==> config.mk <==
export PLATFORM = sky130hd
export DESIGN_NAME = tpi_lane
export DESIGN_NICKNAME = d
export VERILOG_FILES = /design/src/sv/tpi_pkg.sv /design/src/sv/tpi_lane.sv
export SDC_FILE = /design/constraint.sdc
export NUM_CORES = 2
export LEC_CHECK = 0
export BUFFER_PORTS_ARGS = -buffer_cell sky130_fd_sc_hd__clkbuf_2
export CAP_MARGIN = 25
export CORE_MARGIN = 1.5
export CORE_UTILIZATION = 65
export DETAILED_ROUTE_END_ITERATION = 16
export PLACE_DENSITY = 0.9
export SYNTH_ARGS = -nofsm -noshare
export SYNTH_HDL_FRONTEND = slang
export SYNTH_SLANG_ARGS = --single-unit
==> constraint.sdc <==
create_clock -name clk -period 8.9 [get_ports clk]
set_input_delay 0.445 -clock clk [delete_from_list [all_inputs] [get_ports clk]]
set_output_delay 0.445 -clock clk [all_outputs]
set_load 0.03 [all_outputs]
==> src/sv/tpi_pkg.sv <==
// ----------------------------------------------------------------------------
// tpi_pkg
// Shared constants for the tracked position interpolator: field widths,
// register indexes and register reset values.
// ----------------------------------------------------------------------------
`timescale 1ns / 1ps
`default_nettype none

package tpi_pkg;

    localparam int TIME_BITS      = 32;  // modular microsecond timestamp
    localparam int INTERVAL_BITS  = 20;  // width of the interval bound registers
    localparam int CFG_ADDR_BITS  = 2;
    localparam int COORD_BITS_DEF = 32;
    localparam int FRAC_BITS_DEF  = 16;
    localparam int IN_USER_BITS   = 2;   // has_sample, sample_ok
    localparam int OUT_USER_BITS  = 2;   // out_valid, blended

    localparam logic [CFG_ADDR_BITS-1:0] REG_INTERP_ENABLE = 2'd0;
    localparam logic [CFG_ADDR_BITS-1:0] REG_MIN_INTERVAL  = 2'd1;
    localparam logic [CFG_ADDR_BITS-1:0] REG_MAX_INTERVAL  = 2'd2;

    localparam logic                     RST_INTERP_ENABLE = 1'b1;
    localparam logic [INTERVAL_BITS-1:0] RST_MIN_INTERVAL  = 20'd400;
    localparam logic [INTERVAL_BITS-1:0] RST_MAX_INTERVAL  = 20'd33333;

endpackage : tpi_pkg

`default_nettype wire

==> src/sv/tpi_lane.sv <==
// ----------------------------------------------------------------------------
// tpi_lane
// One axis of the blend: prior + sign(d) * round(|d| * t / 2^FRAC_BITS),
// d = last - prior. The product is built from two half-width partials.
// ----------------------------------------------------------------------------
`timescale 1ns / 1ps
`default_nettype none

module tpi_lane #(
    parameter int COORD_BITS = tpi_pkg::COORD_BITS_DEF,
    parameter int FRAC_BITS  = tpi_pkg::FRAC_BITS_DEF
) (
    input  wire logic                         clk,
    input  wire logic                         rst_n,
    input  wire logic                         start,
    input  wire logic [FRAC_BITS:0]           t,
    input  wire logic signed [COORD_BITS-1:0] prior,
    input  wire logic signed [COORD_BITS-1:0] last,
    output logic                              done,
    output logic signed [COORD_BITS-1:0]      result
);
    import tpi_pkg::*;

    localparam int DW   = COORD_BITS + 1;
    localparam int LO_W = (DW + 1) / 2;
    localparam int HI_W = DW - LO_W;
    localparam int TW   = FRAC_BITS + 1;
    localparam int SW   = DW + TW;

    logic [3:0]                stage_reg, stage_next;
    logic                      done_reg;
    logic signed [DW-1:0]      diff;
    logic [DW-1:0]             mag_reg;
    logic                      neg_reg;
    logic signed [DW-1:0]      prior_reg;
    logic [TW-1:0]             t_reg;
    logic [LO_W+TW-1:0]        plo_reg;
    logic [HI_W+TW-1:0]        phi_reg;
    logic [SW-1:0]             sum_reg;
    logic [DW-1:0]             step;
    logic signed [DW-1:0]      res_wide;
    logic signed [COORD_BITS-1:0] res_reg;

    assign diff       = DW'(last) - DW'(prior);
    assign stage_next = {stage_reg[2:0], start};
    assign step       = sum_reg[FRAC_BITS +: DW];
    assign res_wide   = neg_reg ? (prior_reg - signed'(step)) : (prior_reg + signed'(step));

    always_ff @(posedge clk or negedge rst_n)
    begin
        if (!rst_n)
        begin
            stage_reg <= '0;
            done_reg  <= 1'b0;
        end
        else
        begin
            stage_reg <= stage_next;
            done_reg  <= stage_reg[3];
        end
    end

    always_ff @(posedge clk)
    begin
        if (start)
        begin
            neg_reg   <= diff[DW-1];
            mag_reg   <= diff[DW-1] ? DW'(-diff) : DW'(diff);
            prior_reg <= DW'(prior);
            t_reg     <= t;
        end
        if (stage_reg[0])
        begin
            plo_reg <= mag_reg[LO_W-1:0] * t_reg;
        end
        if (stage_reg[1])
        begin
            phi_reg <= mag_reg[DW-1:LO_W] * t_reg;
        end
        if (stage_reg[2])
        begin
            // rounding: add half a result lsb before dropping the fraction
            sum_reg <= SW'({phi_reg, {LO_W{1'b0}}}) + SW'(plo_reg)
                       + (SW'(1) << (FRAC_BITS - 1));
        end
        if (stage_reg[3])
        begin
            res_reg <= res_wide[COORD_BITS-1:0];
        end
    end

    assign done   = done_reg;
    assign result = res_reg;

endmodule : tpi_lane

`default_nettype wire

==> results.md <==
* Number of flip-flops in the largest register at 33
* Min-delay worst type: in -> reg
* DRT Pass-1 Iters at 6
* Slowest stage delay, CP at 880 ps
* CP dominant cell by count: fa_1
* First-pass GRT wire length at 121 mm
* Data arrival, critical path at 7990 ps
* PortBufs at 116
* Slew HR at 26.8%
* Instance count on the critical path at 22
* Yosys warns at 0
* Hpwl dp at 57.0 mm
* Post-Layout Cell Count at 3756
* Initial drt markers at 1903
* Worst slew pin tran at 1100 ps
* Fin area at 31500 um2
* Post-synth design cell area at 29400 um2
* CP max-delay cell: o41ai_1
* Setup ws final at 1200 ps
* All-Layer GR Usage at 32.7%
* Htree depth at 1
* Die Y at 216 um
* Setup tns final at 0 ps
* Share of cells above drive strength 1 at 6.67%
* Number of synthesized flops with an enable pin at 197
* Worst path top cell family by delay: adder cells
* DRC errors left at 0
* F_max at 0.130 GHz
* Core ar. at 44400 um2
* Status: completed
* Ant diodes at 0
* CTS Root Cell: clkbuf_16
* GR Overflow Total at 0
* Routed vias/inst at 5.94
* Die ar. at 46500 um2
* Worst-skew pair later-pin latency at 560 ps
* Buf/Inv on CP at 4
* Layout Nets at 3942
* Vias in the first global route at 24000
* CTS buffer count at 26
* Hold path start: t[14]
* Gpl congestion at 0.945
* Final min period at 7700 ps
* Critical R2R Launch: t_reg[3]$_DFFE_PP_
* Post-Route WL at 74.0 mm
* Max cap viols at 0
* Final hold viol count at 0
* Fin. max-slew vios at 0
* Initial antenna violation count at 0
* Worst setup EP type: flop
* Initial core utilization at 66.2%
* Avg Synthesized Cell Area at 9.56 um2
* Clock transition at path regs at 60 ps
* Most common cell after layout, fill and taps aside: inv_1
* Crit Path Category: reg -> reg
* CTS tree: done
* Post-synth ARST share at 2.48%
* Num rows at 77
* Cell accounting for the most synthesized area: fa_1
* Ys flop type: edfxtp_1
* Wire per inst at 19.7 um
* Distinct cells, synth at 84
* RSZ-0062 raised after global routing: false
* #FFs+latches synth at 202
* DP Worst Slack at 1180 ps
* Required @ worst endpoint at 9200 ps
* Crit. Startpoint: t_reg[3]$_DFFE_PP_
* Dpl cell area at 30400 um2
* Commonest non-fill, non-tap cells in the layout: inv_1, fa_1, nand2_1
* Largest net degree at the start of global routing at 74
* Final period util at 86.5%
* Top cell type's share of synthesized area at 29.3%
* Area added between synthesis and finish at 7.11%
* CTS sink count at 202
* Final setup skew at 22.9 ps
* Sequence of cells on the critical path: buf_4 > nand2_1 > fa_1 > fa_1 > fa_1 > fa_1 > inv_1 > fa_1 > inv_1 > fa_1 > inv_1 > ha_1 > and3_1 > nand3_1 > nor3_1 > o41ai_1 > a2111o_1 > nand3_1 > a31oi_1 > o21ai_0 > a21oi_1 > xnor2_1
* Startpoint Class: flop
* Routed Antenna Nets at 0
* CTS Buffer Depth at 3
* Final setup viols at 0
* Via Count at 22300
* # placed instances at 3702
* Sequential area share after synthesis at 20.5%
* Mapped Nets at 3875
* Crit Path Max Fanout at 18
* Worst Hold Path Cells at 1
* R2R cell count at 22
* Die W at 216 um
* I/O pin count at 117
* Synth top area cells: fa_1, edfxtp_1, ha_1
* Post-synthesis cell count at 3077
==> synth_stat cells (17+ instances only) <==
| master | count |
|---|---|
| inv_1 | 596 |
| fa_1 | 431 |
| nand2_1 | 365 |
| ha_1 | 283 |
| and2_1 | 260 |
| edfxtp_1 | 197 |
| xnor2_1 | 152 |
| a21oi_1 | 130 |
| nor2_1 | 118 |
| clkbuf_1 | 90 |
| o21ai_0 | 51 |
| a21o_1 | 43 |
| nand3_1 | 37 |
| xor2_1 | 36 |
| nor3_1 | 28 |
| o21a_1 | 24 |
| a31oi_1 | 20 |
| nand2b_1 | 18 |
| o21bai_1 | 17 |
==> repair_timing <==
| action | CTS | global route |
|---|---|---|
| buffers inserted | 0 | 0 |
| hold buffers | 1 | 0 |
| hold endpoints to repair | 5 | 0 |
| setup endpoints to repair | 0 | 0 |
| gates resized for setup | 0 | 0 |
==> layer usage <==
layer / wire [um] / vias to the layer above / share of wire, % / GRT usage, %
met3: 7090 / 289 / 9.6 / 5.85
met5: 0 / - / 0 / 0
met2: 36000 / 1209 / 49 / 55.5
met4: 4230 / 0 / 5.7 / 17.0
met1: 26700 / 11000 / 36 / 40.2
li1: - / 9868 / - / -
==> worst paths after layout <==
path | end | slack [ps]
max | plo_reg[32]$_DFFE_PP_ | 1200
min | t_reg[14]$_DFFE_PP_ | 60
max reg2reg | plo_reg[32]$_DFFE_PP_ | 1200
min reg2reg | sum_reg[41]$_DFFE_PP_ | 570
max in group asynchronous | stage_reg[0]$_DFF_PN0_ | 8500
min in group asynchronous | stage_reg[3]$_DFF_PN0_ | 260
==> through the flow <==
step | util (%) | hold slack [ps]
final | 70.9 | 61.8
after global routing | 70.9 | 58.5
after floorplan | - | 149
after CTS | 70.6 | 48.4
after global placement | 68.5 | 268
after detailed placement | 68.5 | 271
==> worst reg2reg max path, stage by stage, from the launching register on <==
cell and delay [ps]:
edfxtp_1 740, buf_4 360, nand2_1 110, fa_1 550
fa_1 450, fa_1 500, fa_1 500, inv_1 60
fa_1 540, inv_1 60, fa_1 530, inv_1 40
ha_1 290, and3_1 170, nand3_1 120, nor3_1 100
o41ai_1 880, a2111o_1 360, nand3_1 130, a31oi_1 370
o21ai_0 240, a21oi_1 250, xnor2_1 90
==> logic make-up (layout without fill, tap and decap cells) <==
kind of cell    after synthesis  in the layout  synth area share (%)
compound gates              358            358                  7.89
xor+xnor                    188            188                  5.60
fa+ha+maj                   714            714                  41.4
buf+inv                     700            787                  9.23
flops                       202            202                  20.5
mux                           3              3                 0.102
simple gates                912            912                  15.3
==> final cells by class <==
type / count / area [um2]
Timing Repair Buffer: 143 / 896
Clock buffer: 33 / 738
Clock inverter: 15 / 191
Inverter: 596 / 2240
Sequential cell: 202 / 6040
Fill cell: 2984 / 12900
Tap cell: 592 / 741
Multi-Input combinational cell: 2175 / 20700
Power is left out: the tool's default activity adds up to more than one toggle a clock period on the data nets, which glitch-free logic cannot reach.
