<file path="src/sv/tpi_pkg.sv">
// ----------------------------------------------------------------------------
// tpi_pkg
// Shared constants for the tracked position interpolator: field widths,
// register indexes and register reset values.
// ----------------------------------------------------------------------------
`timescale 1ns / 1ps
`default_nettype none

package tpi_pkg;

    localparam int TIME_BITS      = 32;  // modular microsecond timestamp
    localparam int INTERVAL_BITS  = 20;  // width of the interval bound registers
    localparam int CFG_ADDR_BITS  = 2;
    localparam int COORD_BITS_DEF = 32;
    localparam int FRAC_BITS_DEF  = 16;
    localparam int IN_USER_BITS   = 2;   // has_sample, sample_ok
    localparam int OUT_USER_BITS  = 2;   // out_valid, blended

    localparam logic [CFG_ADDR_BITS-1:0] REG_INTERP_ENABLE = 2'd0;
    localparam logic [CFG_ADDR_BITS-1:0] REG_MIN_INTERVAL  = 2'd1;
    localparam logic [CFG_ADDR_BITS-1:0] REG_MAX_INTERVAL  = 2'd2;

    localparam logic                     RST_INTERP_ENABLE = 1'b1;
    localparam logic [INTERVAL_BITS-1:0] RST_MIN_INTERVAL  = 20'd400;
    localparam logic [INTERVAL_BITS-1:0] RST_MAX_INTERVAL  = 20'd33333;

endpackage : tpi_pkg

`default_nettype wire

</file>
<file path="src/sv/tpi_div.sv">
// ----------------------------------------------------------------------------
// tpi_div
// Restoring divider, one quotient bit a cycle. Gives
// floor(num * 2^FRAC_BITS / den) for num < den.
// ----------------------------------------------------------------------------
`timescale 1ns / 1ps
`default_nettype none

module tpi_div #(
    parameter int FRAC_BITS = tpi_pkg::FRAC_BITS_DEF
) (
    input  wire logic                           clk,
    input  wire logic                           rst_n,
    input  wire logic                           start,
    input  wire logic [tpi_pkg::TIME_BITS-1:0]  num,
    input  wire logic [tpi_pkg::TIME_BITS-1:0]  den,
    output logic                                done,
    output logic [FRAC_BITS-1:0]                quo
);
    import tpi_pkg::*;

    localparam int CNT_W = $clog2(FRAC_BITS + 1);

    logic [TIME_BITS-1:0] rem_reg, rem_next;
    logic [TIME_BITS-1:0] den_reg;
    logic [FRAC_BITS-1:0] quo_reg, quo_next;
    logic [CNT_W-1:0]     cnt_reg, cnt_next;
    logic                 busy_reg, busy_next;
    logic                 done_reg, done_next;
    logic [TIME_BITS:0]   shifted;
    logic                 fits;

    // remainder stays below den, so the doubled value fits in one extra bit
    always_comb
    begin
        shifted   = {rem_reg, 1'b0};
        fits      = (shifted >= {1'b0, den_reg});
        rem_next  = rem_reg;
        quo_next  = quo_reg;
        cnt_next  = cnt_reg;
        busy_next = busy_reg;
        done_next = 1'b0;
        if (start)
        begin
            rem_next  = num;
            quo_next  = '0;
            cnt_next  = CNT_W'(FRAC_BITS);
            busy_next = 1'b1;
        end
        else if (busy_reg)
        begin
            rem_next = fits ? TIME_BITS'(shifted - {1'b0, den_reg})
                            : shifted[TIME_BITS-1:0];
            quo_next = {quo_reg[FRAC_BITS-2:0], fits};
            cnt_next = cnt_reg - CNT_W'(1);
            if (cnt_reg == CNT_W'(1))
            begin
                busy_next = 1'b0;
                done_next = 1'b1;
            end
        end
    end

    always_ff @(posedge clk or negedge rst_n)
    begin
        if (!rst_n)
        begin
            busy_reg <= 1'b0;
            done_reg <= 1'b0;
            cnt_reg  <= '0;
        end
        else
        begin
            busy_reg <= busy_next;
            done_reg <= done_next;
            cnt_reg  <= cnt_next;
        end
    end

    always_ff @(posedge clk)
    begin
        rem_reg <= rem_next;
        quo_reg <= quo_next;
        if (start)
        begin
            den_reg <= den;
        end
    end

    assign done = done_reg;
    assign quo  = quo_reg;

endmodule : tpi_div

`default_nettype wire

</file>
<file path="config.mk">
export PLATFORM = sky130hd
export DESIGN_NAME = tpi_div
export DESIGN_NICKNAME = d
export VERILOG_FILES = /design/src/sv/tpi_pkg.sv /design/src/sv/tpi_div.sv
export SDC_FILE = /design/constraint.sdc
export NUM_CORES = 1
export LEC_CHECK = 0
export BUFFER_PORTS_ARGS = -buffer_cell sky130_fd_sc_hd__buf_2
export CAP_MARGIN = 0
export CORE_MARGIN = 2
export CORE_UTILIZATION = 58
export CTS_CLUSTER_SIZE = 14
export DETAILED_ROUTE_END_ITERATION = 16
export PLACE_DENSITY_LB_ADDON = 0.2
export REMOVE_ABC_BUFFERS = 1
export SKIP_CTS_REPAIR_TIMING = 1
export SLEW_MARGIN = 20
export SYNTH_ARGS = -nofsm -noshare
export SYNTH_HDL_FRONTEND = slang
export SYNTH_SLANG_ARGS = --single-unit
export TNS_END_PERCENT = 1
</file>
<file path="constraint.sdc">
create_clock -name clk -period 3.3 [get_ports clk]
set_input_delay 0 -clock clk [delete_from_list [all_inputs] [get_ports clk]]
set_output_delay 0 -clock clk [all_outputs]
set_load 0.01 [all_outputs]
</file>
==> tab_implementation.tex <==
\begin{tabular}{lr}
\hline
Metric & Value \\
\hline
\multicolumn{2}{l}{\textbf{Place}} \\
Detailed Place HPWL & 8490 um \\
RD Place Congestion & between 0.9 and 1 \\
Number of port buffers & 83 \\
Cell count after placement & roughly 700 \\
\multicolumn{2}{l}{\textbf{Floorplan}} \\
Count of standard-cell rows & 35 \\
Die area & 10100 um\^{}2 \\
Core area & 9150 um\^{}2 \\
Initial cell density of the core & approximately three fifths \\
I/O pin cnt & 84 \\
Die height & approximately 100 um \\
Die X & 101 um \\
\multicolumn{2}{l}{\textbf{Timing}} \\
Final critical delay including setup and external delays & 3.22 ns \\
Final Hold Vio Count & 0 \\
Worst slew margin relative to its limit & around two fifths \\
Fmax & about 310 MHz \\
Number of max-slew violations in the final report & 0 \\
Clock tree skew after final layout & 0.00828 ns \\
Final setup violating endpoints & 0 \\
Worst Tran Pin Value & between 0.8 and 0.9 ns \\
Post-route fraction of the period consumed by the critical path & $\sim$100\% \\
\multicolumn{2}{l}{\textbf{Yosys}} \\
Mean instance size in the synthesized netlist & between 10 and 15 um\^{}2 \\
Count of synthesis-stage warnings from yosys & 0 \\
Fraction of synthesis flops using an asynchronous set or reset pin & around 8.0\% \\
Synth Cell Area & about 5400 um\^{}2 \\
Number of unique standard cell types used by synthesis & 58 \\
Main flop type after synthesis & edfxtp\_1 \\
Number of instances in the synthesized netlist & 532 \\
Seq/Total Area, Yosys & approximately 45\% \\
Number of flops mapped to enable cells by yosys & between 60 and 70 \\
Yosys reg bits & 87 \\
\multicolumn{2}{l}{\textbf{Routing}} \\
Detailed Routing Iterations Pass 1 & 5 \\
Number of nets with antenna violations after routing & 0 \\
Violation count after the first detailed-routing iteration & 282 \\
Final Routed Wirelength & 12800 um \\
Vias after detailed routing & approximately 4600 \\
Vias per std cell & 5.80 \\
DRC violation count after routing & 0 \\
Average wire per standard cell & 16.1 um \\
\multicolumn{2}{l}{\textbf{Setup path}} \\
WP data required & $\sim$3.4 ns \\
R2R Path Start & rem\_reg[15] \\
Element type at the critical path end & flip-flop \\
R2R Setup Slk & about 0.079 ns \\
Critical path class & flip-flop to flip-flop \\
CP arrival & between 3 and 4 ns \\
Number of cells on the worst reg-to-reg path & 10 \\
Worst Setup Start Kind & flip-flop \\
Worst-path maximum fanout & 6 \\
Worst R2R End & rem\_reg[3] \\
\multicolumn{2}{l}{\textbf{Run}} \\
\# Max-Cap Violations & 0 \\
\multicolumn{2}{l}{\textbf{Power}} \\
Power density cells & 777 nW/um\^{}2 \\
Leakage component of the power & 3.10 nW \\
Final Power & about 0.0053 W \\
Largest voltage drop on the vdd net & 0.000387 V \\
\multicolumn{2}{l}{\textbf{Clock tree}} \\
TritonCTS clock tree & built \\
Number of levels the H-tree was split into & 3 \\
Bufs on Longest Clock Path & 2 \\
Root buffer cell & clkbuf\_8 \\
Clock-pin slew of the registers on the worst-case setup and hold paths & 0.10 ns \\
Number of sinks on the clock net & a little under 90 \\
Insertion delay of the later-clocked pin in the worst-skew pair & 0.37 ns \\
Number of buffers created by CTS & 9 \\
\multicolumn{2}{l}{\textbf{Global routing}} \\
Initial antenna violation count & 0 \\
Global-route congestion overflow total & 0 \\
Total Routing Usage GR & between 20\% and 30\% \\
Wire length of the first global-routing pass & $\sim$20000 um \\
Via count of the first global-routing pass & roughly 4200 \\
Maximum number of pins on one net before global-route repair & 94 \\
\multicolumn{2}{l}{\textbf{Finish}} \\
Finished Layout Cells & 795 \\
Diode insertion count for antenna repair & 0 \\
Share of post-route cells with drive strength above 1 & 18.0\% \\
\# nets final & about 780 \\
Syn-to-layout area delta & 25.9\% \\
\multicolumn{2}{l}{\textbf{Run status}} \\
Outcome & finished clean \\
\multicolumn{2}{l}{\textbf{Worst hold path}} \\
Destination of the worst hold path & rem\_reg[16] \\
Hold\_sp & num[16] \\
Class of the worst hold path & primary input to flip-flop \\
Hold-critical path depth & 3 \\
\hline
\end{tabular}
==> report_power, final <==
part           total [W]  internal (W)  switching (W)  leakage [nW]
registers        0.00170       0.00152       0.000171         0.875
clock network   0.000706      0.000281       0.000425        0.0905
logic            0.00289       0.00128        0.00161          2.13
total            0.00529       0.00308        0.00220          3.10
==> metrics by stage <==
step | util [%] | area [um^2] | TNS, ns | hold WS [ns] | setup slack (ns)
6_report | 74.4 | 6810 | 0 | 0.0176 | 0.0789
3_5_place_dp | 64.9 | 5940 | 0 | -0.162 | 0.0958
2_1_floorplan | - | 5310 | -11.09 | -0.296 | -0.618
5_1_grt | 74.4 | 6810 | -0.161 | 0.0193 | -0.0335
4_1_cts | 66.8 | 6110 | 0 | -0.569 | 0.0890
3_3_place_gp | 64.9 | 5940 | 0 | -0.163 | 0.201
==> cell type report <==
class                      instances  area (um^2)
clock inverter                     7         53.8
timing repair buffer             158         1160
sequential                        87         2420
tap                              111          139
multi-input combinational        380         2750
fill                             654         2340
inverter                          43          161
clock buffer                       9          124
==> layer usage <==
layer / routed length, um / vias up / part of all wire (%) / track usage, %
met5: 0 / - / 0 / 0
met2: 6220 / 156 / 49 / 40.1
met1: 5690 / 2158 / 44 / 33.4
met3: 670 / 24 / 5.2 / 6.10
li1: - / 2272 / - / -
met4: 231 / 0 / 1.8 / 6.95
==> worst max-delay path, stage by stage (launching register included) <==
cell       delay (ns)
edfxtp_1         0.43
ha_1             0.40
a21oi_1          0.24
o21ai_1          0.15
and3_1           0.20
a21o_1           0.16
or2_4            0.25
a2111oi_4        0.33
buf_4            0.19
mux2_2           0.36
mux2_2           0.26
==> worst max path at each step <==
| stage | slack [ns] | start | cells after the start | to |
|---|---|---|---|---|
| final | 0.08 | rem_reg[15] | 10 | rem_reg[3] |
| after global routing | -0.03 | den_reg[1] | 11 | rem_reg[3] |
| after CTS | 0.09 | rem_reg[1] | 10 | rem_reg[25] |
| after detailed placement | 0.1 | rem_reg[1] | 10 | rem_reg[27] |
| after global placement | 0.20 | rem_reg[9] | 10 | rem_reg[30] |
| after floorplan | -0.62 | rem_reg[1] | 9 | rem_reg[3] |
==> placed cells by master (no fill, tap or decap), types with 10 or more instances in the layout <==
cell type / n
o311ai_0: 14
buf_2: 82
nand3b_1: 15
o21ai_0: 15
a221o_1: 12
ha_1: 33
xnor2_1: 21
inv_1: 43
nand2_1: 35
dlygate4sd3_1: 64
xor2_1: 11
edfxtp_1: 64
nor2_1: 43
dfxtp_1: 16
a21o_1: 19
mux2i_1: 17
nor3_1: 10
a21oi_1: 33
==> kinds of logic after synthesis <==
group / after synthesis / synth area share, %
fa+ha+maj: 35 / 8.24
compound gates: 133 / 17.6
flops: 87 / 44.7
xor+xnor: 32 / 5.18
buf+inv: 65 / 4.88
mux: 20 / 3.77
simple gates: 160 / 15.7
==> Yosys cell counts (7+ instances only) <==
| library cell | instances | area (um^2) |
|---|---|---|
| ha_1 | 34 | 425 |
| inv_1 | 43 | 161 |
| edfxtp_1 | 64 | 1920 |
| o21ai_0 | 15 | 75.1 |
| xnor2_1 | 21 | 184 |
| nand2_1 | 35 | 131 |
| nor2_1 | 43 | 161 |
| a221o_1 | 12 | 120 |
| xor2_1 | 11 | 96.3 |
| o311ai_0 | 14 | 123 |
| a21oi_1 | 33 | 165 |
| dfxtp_1 | 16 | 320 |
| nor3_1 | 10 | 50.1 |
| and3b_1 | 9 | 78.8 |
| a21o_1 | 19 | 143 |
| clkbuf_1 | 15 | 56.3 |
| mux2i_1 | 17 | 170 |
| a211oi_1 | 7 | 52.6 |
| dfrtp_1 | 7 | 175 |
| nand3b_1 | 15 | 113 |
| nand3_1 | 7 | 35.0 |
Power figures use the tool's default switching activity.
